[config.mk]
export PLATFORM = sky130hd
export DESIGN_NAME = delimited_frame_extractor_flat
export DESIGN_NICKNAME = d
export VERILOG_FILES = /design/src/rtl/dfe_pkg.sv /design/src/rtl/dfe_if.sv /design/src/rtl/dfe_cell.sv /design/src/rtl/delimited_frame_extractor.sv /design/src/flat_wrapper.sv
export SDC_FILE = /design/constraint.sdc
export NUM_CORES = 2
export LEC_CHECK = 0
export BUFFER_PORTS_ARGS = -buffer_cell sky130_fd_sc_hd__buf_2
export CAP_MARGIN = 20
export CORE_MARGIN = 2
export CORE_UTILIZATION = 57
export DETAILED_ROUTE_END_ITERATION = 8
export HOLD_SLACK_MARGIN = 0.12
export PLACE_DENSITY = 0.76
export SETUP_SLACK_MARGIN = 0.05
export SLEW_MARGIN = 20
export SYNTH_ARGS = -nofsm -noshare
export SYNTH_HDL_FRONTEND = slang
export SYNTH_SLANG_ARGS = --single-unit
[constraint.sdc]
create_clock -name i_clk -period 16.2 [get_ports i_clk]
set_input_delay 0.81 -clock i_clk [delete_from_list [all_inputs] [get_ports i_clk]]
set_output_delay 0.81 -clock i_clk [all_outputs]
set_load 0.005 [all_outputs]
[src/rtl/dfe_pkg.sv]
// Shared types and constants for the delimited frame extractor.
// No dependencies; every other file in rtl/ imports this package.
package dfe_pkg;

    // Default sizing of the byte window and the packet buffer
    localparam int          MAX_PAYLOAD_DEF  = 32;
    localparam int unsigned BUFFER_BYTES_DEF = 32'd65536;

    // Field widths
    localparam int BYTE_W    = 8;
    localparam int LEN_W     = 6;
    localparam int PKTS_W    = 17;
    localparam int ADDR_W    = 16;
    localparam int CFG_IDX_W = 1;
    localparam int CFG_DAT_W = 17;

    // Frame markers
    localparam logic [BYTE_W-1:0] START_MARK = 8'h26;
    localparam logic [BYTE_W-1:0] END_MARK   = 8'h0A;

    // Configuration reset values
    localparam logic [LEN_W-1:0]  LEN_RESET  = 6'd11;
    localparam logic [PKTS_W-1:0] PKTS_RESET = 17'd5957;
    localparam logic [PKTS_W-1:0] PKTS_MAX   = 17'd65536;

    // Configuration register indexes
    typedef enum logic [CFG_IDX_W-1:0] {
        REG_PAYLOAD_LENGTH = 1'b0,
        REG_BUFFER_PACKETS = 1'b1
    } t_cfg_reg;

    // Per-cycle control handed to every cell of the row
    typedef struct packed {
        logic win_shift;
        logic hold_load;
        logic emit_from_win;
        logic emit_from_hold;
        logic emit_shift;
    } t_cell_ctl;

endpackage

[src/rtl/dfe_if.sv]
// Handshake channels of the delimited frame extractor: byte input,
// store requests out, and register writes. Depends on dfe_pkg.
interface dfe_in_if;
    import dfe_pkg::*;
    logic              valid;
    logic              ready;
    logic [BYTE_W-1:0] rx_byte;
    modport source (output valid, rx_byte, input ready);
    modport sink   (input valid, rx_byte, output ready);
endinterface

interface dfe_out_if;
    import dfe_pkg::*;
    logic              valid;
    logic              ready;
    logic [ADDR_W-1:0] store_address;
    logic [BYTE_W-1:0] store_byte;
    logic [ADDR_W-1:0] packet_number;
    logic [ADDR_W-1:0] round_count;
    logic              last_of_frame;
    modport source (output valid, store_address, store_byte, packet_number,
                    round_count, last_of_frame, input ready);
    modport sink   (input valid, store_address, store_byte, packet_number,
                    round_count, last_of_frame, output ready);
endinterface

interface dfe_cfg_if;
    import dfe_pkg::*;
    logic                 valid;
    logic                 ready;
    logic [CFG_IDX_W-1:0] index;
    logic [CFG_DAT_W-1:0] data;
    modport source (output valid, index, data, input ready);
    modport sink   (input valid, index, data, output ready);
endinterface

[src/rtl/dfe_cell.sv]
// One byte position of the extractor: window tap, frame hold byte and
// output shift byte. Depends on dfe_pkg.
module dfe_cell (
    input  logic                      i_clk,
    input  logic                      i_rst_n,
    input  dfe_pkg::t_cell_ctl        i_ctl,
    input  logic [dfe_pkg::BYTE_W-1:0] i_win_prev,
    input  logic [dfe_pkg::BYTE_W-1:0] i_emit_prev,
    output logic [dfe_pkg::BYTE_W-1:0] o_win,
    output logic [dfe_pkg::BYTE_W-1:0] o_emit,
    output logic                      o_is_start
);
    import dfe_pkg::*;

    logic [BYTE_W-1:0] r_win;
    logic [BYTE_W-1:0] r_hold;
    logic [BYTE_W-1:0] r_emit;

    // Advance the window tap; it must start as zero, never a start marker
    always_ff @(posedge i_clk) begin
        if (!i_rst_n) begin
            r_win <= '0;
        end else if (i_ctl.win_shift) begin
            r_win <= i_win_prev;
        end
    end

    // Park the payload byte while the output row is still busy
    always_ff @(posedge i_clk) begin
        if (i_ctl.hold_load) begin
            r_hold <= r_win;
        end
    end

    // Load a new frame or shift toward the output end
    always_ff @(posedge i_clk) begin
        if (i_ctl.emit_from_win) begin
            r_emit <= r_win;
        end else if (i_ctl.emit_from_hold) begin
            r_emit <= r_hold;
        end else if (i_ctl.emit_shift) begin
            r_emit <= i_emit_prev;
        end
    end

    assign o_win      = r_win;
    assign o_emit     = r_emit;
    assign o_is_start = (r_win == START_MARK);

endmodule

[src/rtl/delimited_frame_extractor.sv]
// Delimited frame extractor: finds '&', payload_length bytes, '\n' frames in
// a byte stream and turns each payload into store requests, one per byte,
// oldest byte first, with ring-buffer address, packet index and wrap count.
// Depends on dfe_pkg, dfe_if and dfe_cell.
//
// Rate: one received byte per cycle while the hold row is free, and one store
// request per cycle while the receiver is ready. The payload of a frame is
// snapped from the row of byte cells when its '\n' arrives, into the output
// row if that row is free, and leaves it one byte at a time. A second row of
// hold bytes takes one more frame while the output row is still busy; the
// byte input stalls only while that hold row is full.
module delimited_frame_extractor #(
    parameter int          MAX_PAYLOAD  = dfe_pkg::MAX_PAYLOAD_DEF,
    parameter int unsigned BUFFER_BYTES = dfe_pkg::BUFFER_BYTES_DEF
) (
    input  logic       i_clk,
    input  logic       i_rst_n,
    dfe_in_if.sink     i_rx,
    dfe_out_if.source  o_st,
    dfe_cfg_if.sink    i_cfg
);
    import dfe_pkg::*;

    localparam int          WinDepth = MAX_PAYLOAD + 1;
    localparam int          SelW     = $clog2(MAX_PAYLOAD + 1);
    localparam int          EmitW    = (MAX_PAYLOAD > 1) ? $clog2(MAX_PAYLOAD) : 1;
    localparam int unsigned SpanI    = (BUFFER_BYTES > 32'd65536) ? 32'd65536
                                                                  : BUFFER_BYTES;
    localparam logic [ADDR_W:0] Span = (ADDR_W + 1)'(SpanI);

    // Configuration registers
    logic [LEN_W-1:0]  r_cfg_len;
    logic [PKTS_W-1:0] r_cfg_pkts;

    // Frame search and ring bookkeeping
    logic [LEN_W-1:0]  r_blk, n_blk;
    logic [ADDR_W-1:0] r_ring, n_ring;
    logic [ADDR_W-1:0] r_base, n_base;
    logic [ADDR_W-1:0] r_rounds, n_rounds;
    logic [BYTE_W-1:0] r_win_tail;

    // Hold and output metadata
    logic              r_hold_valid, n_hold_valid;
    logic [ADDR_W-1:0] r_hold_base, r_hold_ring, r_hold_rounds;
    logic [LEN_W-1:0]  r_emit_cnt, n_emit_cnt;
    logic [ADDR_W-1:0] r_emit_addr, n_emit_addr;
    logic [ADDR_W-1:0] r_emit_ring, n_emit_ring;
    logic [ADDR_W-1:0] r_emit_rounds, n_emit_rounds;

    logic [LEN_W-1:0]  len_eff;
    logic [LEN_W-1:0]  len_m1;
    logic [PKTS_W-1:0] pkts_eff;
    logic [LEN_W-1:0]  blk_dec;
    logic              blocked;
    logic              in_fire;
    logic              frame;
    logic              pop;
    logic              emit_free;
    logic [ADDR_W:0]   base_sum;
    logic [ADDR_W:0]   ring_inc;
    logic [ADDR_W:0]   addr_inc;
    t_cell_ctl         ctl;

    logic [BYTE_W-1:0]  win  [MAX_PAYLOAD];
    logic [BYTE_W-1:0]  emit [MAX_PAYLOAD];
    logic [MAX_PAYLOAD:0] start_vec;

    // Accept register writes at any time
    assign i_cfg.ready = 1'b1;

    always_ff @(posedge i_clk) begin
        if (!i_rst_n) begin
            r_cfg_len  <= LEN_RESET;
            r_cfg_pkts <= PKTS_RESET;
        end else if (i_cfg.valid) begin
            case (t_cfg_reg'(i_cfg.index))
                REG_PAYLOAD_LENGTH: r_cfg_len  <= i_cfg.data[LEN_W-1:0];
                REG_BUFFER_PACKETS: r_cfg_pkts <= i_cfg.data[PKTS_W-1:0];
                default: ;
            endcase
        end
    end

    // Clamp the registers to their working ranges
    always_comb begin
        if (r_cfg_len == '0) begin
            len_eff = LEN_W'(1);
        end else if (r_cfg_len > LEN_W'(MAX_PAYLOAD)) begin
            len_eff = LEN_W'(MAX_PAYLOAD);
        end else begin
            len_eff = r_cfg_len;
        end
        if (r_cfg_pkts == '0) begin
            pkts_eff = PKTS_W'(1);
        end else if (r_cfg_pkts > PKTS_MAX) begin
            pkts_eff = PKTS_MAX;
        end else begin
            pkts_eff = r_cfg_pkts;
        end
    end

    assign len_m1 = len_eff - LEN_W'(1);

    // Row of byte cells: window, hold row and output row
    for (genvar j = 0; j < MAX_PAYLOAD; j++) begin : g_cell
        logic [BYTE_W-1:0] win_prev;
        logic [BYTE_W-1:0] emit_prev;
        if (j == 0) begin : g_head
            assign win_prev  = i_rx.rx_byte;
            assign emit_prev = '0;
        end else begin : g_body
            assign win_prev  = win[j-1];
            assign emit_prev = emit[j-1];
        end
        dfe_cell u_cell (
            .i_clk       (i_clk),
            .i_rst_n     (i_rst_n),
            .i_ctl       (ctl),
            .i_win_prev  (win_prev),
            .i_emit_prev (emit_prev),
            .o_win       (win[j]),
            .o_emit      (emit[j]),
            .o_is_start  (start_vec[j])
        );
    end

    // Oldest window byte, only looked at for its start marker
    always_ff @(posedge i_clk) begin
        if (!i_rst_n) begin
            r_win_tail <= '0;
        end else if (in_fire) begin
            r_win_tail <= win[MAX_PAYLOAD-1];
        end
    end
    assign start_vec[MAX_PAYLOAD] = (r_win_tail == START_MARK);

    // Frame detection
    assign i_rx.ready = !r_hold_valid;
    assign in_fire    = i_rx.valid && i_rx.ready;
    assign pop        = o_st.valid && o_st.ready;
    assign blk_dec    = (r_blk == '0) ? '0 : r_blk - LEN_W'(1);
    assign blocked    = blk_dec >= (LEN_W'(WinDepth) - len_eff);
    assign frame      = in_fire && (i_rx.rx_byte == END_MARK)
                        && start_vec[len_eff[SelW-1:0]] && !blocked;
    assign emit_free  = (r_emit_cnt == '0) || ((r_emit_cnt == LEN_W'(1)) && pop);

    // Cell row control
    always_comb begin
        ctl.win_shift      = in_fire;
        ctl.emit_from_win  = frame && emit_free;
        ctl.hold_load      = frame && !emit_free;
        ctl.emit_from_hold = r_hold_valid && emit_free;
        ctl.emit_shift     = pop;
    end

    // Advance ring index, packet base and wrap count per accepted frame; count down the block counter per byte
    always_comb begin
        base_sum = {1'b0, r_base} + (ADDR_W + 1)'(len_eff);
        ring_inc = {1'b0, r_ring} + (ADDR_W + 1)'(1);
        n_blk    = r_blk;
        n_ring   = r_ring;
        n_base   = r_base;
        n_rounds = r_rounds;
        if (frame) begin
            n_blk = LEN_W'(WinDepth);
            if (base_sum >= Span) begin
                n_base = ADDR_W'(base_sum - Span);
            end else begin
                n_base = base_sum[ADDR_W-1:0];
            end
            if ((PKTS_W)'(ring_inc) >= pkts_eff) begin
                n_ring   = '0;
                n_base   = '0;
                n_rounds = r_rounds + ADDR_W'(1);
            end else begin
                n_ring = ring_inc[ADDR_W-1:0];
            end
        end else if (in_fire) begin
            n_blk = blk_dec;
        end
    end

    // Output row bookkeeping
    always_comb begin
        addr_inc      = {1'b0, r_emit_addr} + (ADDR_W + 1)'(1);
        n_hold_valid  = r_hold_valid;
        n_emit_cnt    = r_emit_cnt;
        n_emit_addr   = r_emit_addr;
        n_emit_ring   = r_emit_ring;
        n_emit_rounds = r_emit_rounds;
        if (ctl.hold_load) begin
            n_hold_valid = 1'b1;
        end else if (ctl.emit_from_hold) begin
            n_hold_valid = 1'b0;
        end
        if (ctl.emit_from_win) begin
            n_emit_cnt    = len_eff;
            n_emit_addr   = r_base;
            n_emit_ring   = r_ring;
            n_emit_rounds = r_rounds;
        end else if (ctl.emit_from_hold) begin
            n_emit_cnt    = len_eff;
            n_emit_addr   = r_hold_base;
            n_emit_ring   = r_hold_ring;
            n_emit_rounds = r_hold_rounds;
        end else if (pop) begin
            n_emit_cnt  = r_emit_cnt - LEN_W'(1);
            n_emit_addr = (addr_inc == Span) ? '0 : addr_inc[ADDR_W-1:0];
        end
    end

    always_ff @(posedge i_clk) begin
        if (!i_rst_n) begin
            r_blk        <= '0;
            r_ring       <= '0;
            r_base       <= '0;
            r_rounds     <= '0;
            r_hold_valid <= 1'b0;
            r_emit_cnt   <= '0;
        end else begin
            r_blk        <= n_blk;
            r_ring       <= n_ring;
            r_base       <= n_base;
            r_rounds     <= n_rounds;
            r_hold_valid <= n_hold_valid;
            r_emit_cnt   <= n_emit_cnt;
        end
    end

    // Hold a parked frame's ring position alongside its bytes; register the output row's metadata
    always_ff @(posedge i_clk) begin
        if (ctl.hold_load) begin
            r_hold_base   <= r_base;
            r_hold_ring   <= r_ring;
            r_hold_rounds <= r_rounds;
        end
        r_emit_addr   <= n_emit_addr;
        r_emit_ring   <= n_emit_ring;
        r_emit_rounds <= n_emit_rounds;
    end

    // Store request outputs; the oldest payload byte sits at the row's far end
    assign o_st.valid         = (r_emit_cnt != '0);
    assign o_st.store_address = r_emit_addr;
    assign o_st.store_byte    = emit[len_m1[EmitW-1:0]];
    assign o_st.packet_number = r_emit_ring;
    assign o_st.round_count   = r_emit_rounds;
    assign o_st.last_of_frame = (r_emit_cnt == LEN_W'(1));

    // A parked frame only exists behind a frame still being sent
    a_hold_behind_emit: assert property (@(posedge i_clk) disable iff (!i_rst_n)
        r_hold_valid |-> (r_emit_cnt != '0))
        else $error("hold row full while output row empty");

    // Output row never claims more bytes than it has cells
    a_emit_bound: assert property (@(posedge i_clk) disable iff (!i_rst_n)
        r_emit_cnt <= LEN_W'(MAX_PAYLOAD))
        else $error("output byte count beyond row length");

    // An accepted frame blocks overlapping candidates
    a_block_after_frame: assert property (@(posedge i_clk) disable iff (!i_rst_n)
        frame |=> (r_blk == LEN_W'(WinDepth)))
        else $error("block counter not armed after frame");

    // Store addresses stay inside the buffer
    a_addr_span: assert property (@(posedge i_clk) disable iff (!i_rst_n)
        o_st.valid |-> ({1'b0, o_st.store_address} < Span))
        else $error("store address outside buffer");

    // A new frame never lands on a busy hold row
    a_no_hold_overrun: assert property (@(posedge i_clk) disable iff (!i_rst_n)
        r_hold_valid |=> !$past(frame))
        else $error("frame accepted while hold row full");

endmodule

[src/flat_wrapper.sv]
// flat-port wrapper written by rule: the top's interface ports become plain ports
module delimited_frame_extractor_flat import dfe_pkg::*;
#(
    parameter int          MAX_PAYLOAD  = dfe_pkg::MAX_PAYLOAD_DEF,
    parameter int unsigned BUFFER_BYTES = dfe_pkg::BUFFER_BYTES_DEF
)
  (i_clk, i_rst_n, i_rx_valid, i_rx_rx_byte, i_rx_ready, o_st_valid, o_st_store_address, o_st_store_byte, o_st_packet_number, o_st_round_count, o_st_last_of_frame, o_st_ready, i_cfg_valid, i_cfg_index, i_cfg_data, i_cfg_ready);
  dfe_in_if i_rx_i ();
  dfe_out_if o_st_i ();
  dfe_cfg_if i_cfg_i ();
  input  logic i_clk;
  input  logic i_rst_n;
  input wire logic [$bits(i_rx_i.valid)-1:0] i_rx_valid;
  input wire logic [$bits(i_rx_i.rx_byte)-1:0] i_rx_rx_byte;
  output wire logic [$bits(i_rx_i.ready)-1:0] i_rx_ready;
  output wire logic [$bits(o_st_i.valid)-1:0] o_st_valid;
  output wire logic [$bits(o_st_i.store_address)-1:0] o_st_store_address;
  output wire logic [$bits(o_st_i.store_byte)-1:0] o_st_store_byte;
  output wire logic [$bits(o_st_i.packet_number)-1:0] o_st_packet_number;
  output wire logic [$bits(o_st_i.round_count)-1:0] o_st_round_count;
  output wire logic [$bits(o_st_i.last_of_frame)-1:0] o_st_last_of_frame;
  input wire logic [$bits(o_st_i.ready)-1:0] o_st_ready;
  input wire logic [$bits(i_cfg_i.valid)-1:0] i_cfg_valid;
  input wire logic [$bits(i_cfg_i.index)-1:0] i_cfg_index;
  input wire logic [$bits(i_cfg_i.data)-1:0] i_cfg_data;
  output wire logic [$bits(i_cfg_i.ready)-1:0] i_cfg_ready;
  assign i_rx_i.valid = i_rx_valid;
  assign i_rx_i.rx_byte = i_rx_rx_byte;
  assign i_rx_ready = i_rx_i.ready;
  assign o_st_valid = o_st_i.valid;
  assign o_st_store_address = o_st_i.store_address;
  assign o_st_store_byte = o_st_i.store_byte;
  assign o_st_packet_number = o_st_i.packet_number;
  assign o_st_round_count = o_st_i.round_count;
  assign o_st_last_of_frame = o_st_i.last_of_frame;
  assign o_st_i.ready = o_st_ready;
  assign i_cfg_i.valid = i_cfg_valid;
  assign i_cfg_i.index = i_cfg_index;
  assign i_cfg_i.data = i_cfg_data;
  assign i_cfg_ready = i_cfg_i.ready;
  delimited_frame_extractor #(.MAX_PAYLOAD(MAX_PAYLOAD), .BUFFER_BYTES(BUFFER_BYTES)) u_core (.i_clk(i_clk), .i_rst_n(i_rst_n), .i_rx(i_rx_i), .o_st(o_st_i), .i_cfg(i_cfg_i));
endmodule
==> Flow_metrics.wiki <==
{| class="wikitable"
! Metric !! Value
|-
| Cell area after synthesis || 0.0417 mm²
|-
| Via count of the first global-routing pass || 27.2k
|-
| WP data arrival || 8.29 ns
|-
| Max Slew Vio Count || 59
|-
| Vias || 28.7k
|-
| Number of port buffers || 89
|-
| Clock transition at the registers of the reported paths || 0.06 ns
|-
| Worst-Margin Slew || 1.54 ns
|-
| Initial Util || 57.3%
|-
| Most area-consuming cells after synthesis || edfxtp_1 (44%), dfxtp_1 (17%), a21oi_1 (7.1%)
|-
| Required time of the worst setup path || 16.48 ns
|-
| Worst-skew pair later-pin latency || 0.66 ns
|-
| Most Crowded Layer GR || met2
|-
| Power Dens Cells || 137 mW/mm²
|-
| Wire length of the first global-routing pass || 158,000 µm
|-
| Worst Reg2Reg Path Length in Cells || 18
|-
| Resize count post-CTS || 0
|-
| Min cycle time layout || 8.01 ns
|-
| Total clock buffers created by CTS || 96
|-
| Sort of element at the end of the critical path || flop
|-
| Cell count after synthesis || 3,682
|-
| Clk buf depth || 3
|-
| Clk sinks || 956
|-
| Met3 Track Usage GR || 3.94%
|-
| Final setup margin || 8.19 ns
|-
| WHS Path Cells || 3
|-
| Post-route fraction of the period consumed by the critical path || 49.5%
|-
| Synthesized area per cell || 11.3 µm²
|-
| FP Rows || 99
|-
| Leak Pwr || 0.0160 µW
|-
| Die Outline Area || 0.0753 mm²
|-
| Peak VDD IR || 0.000133 V
|-
| Sequential cell area in the final layout || 0.0252 mm²
|-
| Height of the die || 274 µm
|-
| Worst slew slack as a fraction of its limit || -2.59%
|-
| Total setup buffers inserted after CTS || 0
|-
| All-layer global routing usage || 26.9%
|-
| Number of hold violations in the final report || 0
|-
| Sum of overflow across all layers after global routing || 0
|-
| Worst clock skew || 0.0260 ns
|-
| Clock root buffer master || clkbuf_16
|-
| Run status || finished, violations left
|-
| Detailed-routing iteration count for the pre-antenna-repair pass || 6
|-
| Ports || 91
|-
| Share of synthesized registers carrying an async set or reset || 0%
|-
| Kind of path behind the tightest hold check || input pin to flop
|-
| Residual DRC count || 0
|-
| Setup violation total in the final timing report || 0
|-
| Share of post-route cells with drive strength above 1 || 11.7%
|-
| Number of distinct library cells after synthesis || 72
|-
| Number of H-tree levels || 3
|-
| Number of flops mapped to enable cells by yosys || 608
|-
| Total power after layout || 6290 µW
|-
| Area share of the largest cell type after synthesis || 43.8%
|-
| Warning count from the yosys run || 0
|-
| Area of the multi-input gates || 0.0154 mm²
|-
| Final routed wire length divided by cell count || 21.8 µm
|-
| Peak clock frequency supported by timing || 0.125 GHz
|-
| Kind of critical path || flop to flop
|-
| DIE WIDTH || 274 µm
|-
| Met1 track utilization from global routing || 38.6%
|-
| Pin count of the biggest net entering global routing || 210
|-
| RSZ-0062 raised after global routing || false
|-
| Fill cell count || 5,507
|-
| Detail Route Antenna Nets || 0
|-
| Worst setup SP type || flop
|-
| Summed negative setup slack over all endpoints || 0 ns
|-
| Post-placement worst setup slack || 8.30 ns
|-
| Net count after synthesis || 3,752
|-
| Relative area change from synthesis to final layout || 10.2%
|-
| Core Footprint || 0.0727 mm²
|-
| Most used DFF post-synth || edfxtp_1
|-
| Diode count || 0
|-
| Hold-fix buffer count after cts || 0
|-
| Weighted congestion reported at the end of routability-driven placement || 0.876
|-
| Most area-hungry cell type in the Yosys netlist || edfxtp_1
|-
| Max-cap violations || 0
|-
| Clock tree from TritonCTS || done
|-
| Initial antenna violation count || 3
|-
| Drt initial violations || 3,314
|-
| Final nets || 3,731
|-
| Register area share after synthesis || 60.6%
|-
| Number of flip-flops and latches in the synthesized netlist || 956
|-
| Violations in the final reports || slew limit
|-
| Half-perimeter wire length after detailed placement || 60,400 µm
|-
| Overall routed net length || 102,000 µm
|-
| Worst-path maximum fanout || 160
|-
| Vias/cell || 6.11
|-
| Global-route met2 utilization || 42.8%
|}
-- layout make-up --
cell class	count	area share, %
Clock buffer	137	5.99
Clock inverter	45	0.877
Inverter	34	0.300
Multi-Input combinational cell	2446	33.5
Sequential cell	956	54.9
Tap cell	959	2.61
Timing Repair Buffer	127	1.75
-- stage by stage --
stage                     cell area (µm²)  std cells  hold WS [ns]  util (%)
after floorplan                     41700       3682         0.403         -
after global placement              42700       4522         0.439      58.8
after global routing                45900       4704         0.360      63.1
after detailed placement            42800       4522         0.450      58.8
after CTS                           45900       4704         0.322      63.1
final                               45900       4704         0.362      63.1
-- cells in the mapped netlist, drive strengths merged (3+ instances only) --
cell type,instances
o21bai,3
clkbuf,177
a21o,7
mux2i,256
o41ai,3
a41oi,3
a21oi,589
a2111oi,4
dfxtp,348
nor3b,10
or3,14
mux4,80
edfxtp,608
and2,8
xor2,17
nor2b,7
o21ai,31
ha,38
o31ai,11
nor2,292
buf,69
o211ai,12
inv,34
mux2,55
o2111ai,13
nand2,696
nor4b,31
nor4bb,18
o21a,3
nand4,24
nand2b,10
nor3,16
or4,12
nor4,18
o22ai,10
xnor2,26
a211oi,6
a311oi,3
a221oi,3
and4,3
a31oi,3
and3,16
nand3,78
or4b,3
-- metal layers --
layer | vias to the layer above | routed length [µm]
li1 | 13300 | -
met1 | 14200 | 43800
met2 | 1078 | 49100
met3 | 168 | 6800
met4 | 2 | 2600
met5 | - | 13
-- final timing paths --
kind | slack [ns] | from | to
worst max-delay path | 8.19 | u_core.r_cfg_len[5] | u_core.g_cell[4].u_cell.o_emit[3]
worst min-delay path | 0.36 | i_cfg_data[10] | u_core.r_cfg_pkts[10]
worst max register to register | 8.19 | u_core.r_cfg_len[5] | u_core.g_cell[4].u_cell.o_emit[3]
worst min register to register | 0.46 | u_core.r_win_tail[3] | u_core.r_win_tail[3]
-- critical path: stages (launching register included) --
cell	delay (ns)
dfxtp_1	0.80
nor2b_1	0.10
buf_4	0.21
inv_1	0.31
ha_1	0.26
inv_1	0.07
nor4_1	0.17
a21oi_1	0.10
ha_1	0.37
and2_1	0.20
or4b_1	0.53
a2111oi_1	0.65
nand3b_1	0.13
nor3_1	0.16
a221o_1	0.75
o21ai_1	0.39
nand2_4	0.63
buf_4	0.84
buf_12	0.76
-- cells by family after synthesis --
family	count (synthesis)	share of synthesized area [%]
AND/OR/NAND/NOR	1264	13.3
flip-flops	956	60.6
AO/OA/AOI/OAI	708	9.23
multiplexers	391	12.0
buffers and inverters	280	2.81
XOR/XNOR	43	0.904
adder cells (fa/ha/maj)	39	1.19
other	1	0.00900
-- where the power goes --
group	switching (µW)	total (µW)	internal, µW
Combinational	544	937	394
Clock	947	2220	1270
Sequential	165	3130	2970
-- layout by cell type (no fill, tap or decap), types with 13 or more instances in the layout --
cell	count
a21oi_1	587
and3_1	16
buf_2	89
buf_4	32
clkbuf_1	26
clkbuf_16	100
clkinv_2	20
dfxtp_1	348
edfxtp_1	608
ha_1	37
inv_1	32
mux2_2	54
mux2i_1	256
mux4_2	80
nand2_1	694
nand3_1	78
nand4_1	24
nor2_1	291
nor3_1	15
nor4_1	16
nor4b_1	28
nor4bb_1	18
o2111ai_1	13
o21ai_0	30
or3_1	14
xnor2_1	24
xor2_1	17
-- state kept, by name, summed over array words and instances (netlist names) --
register,flops
u_core.r_hold_ring,16
u_core.r_base,16
u_core.r_emit_cnt,6
u_core.r_rounds,16
u_core.o_st.round_count,16
u_core.r_hold_base,16
u_core.r_ring,16
u_core.r_cfg_pkts,17
u_core.r_cfg_len,6
u_core.o_st.store_address,16
u_core.g_cell.u_cell.o_win,256
u_core.r_win_tail,8
u_core.g_cell.u_cell.r_hold,256
u_core.o_st.packet_number,16
u_core.r_blk,6
u_core.r_hold_rounds,16
u_core.r_hold_valid,1
u_core.g_cell.u_cell.o_emit,256
Power figures use the tool's default switching activity.
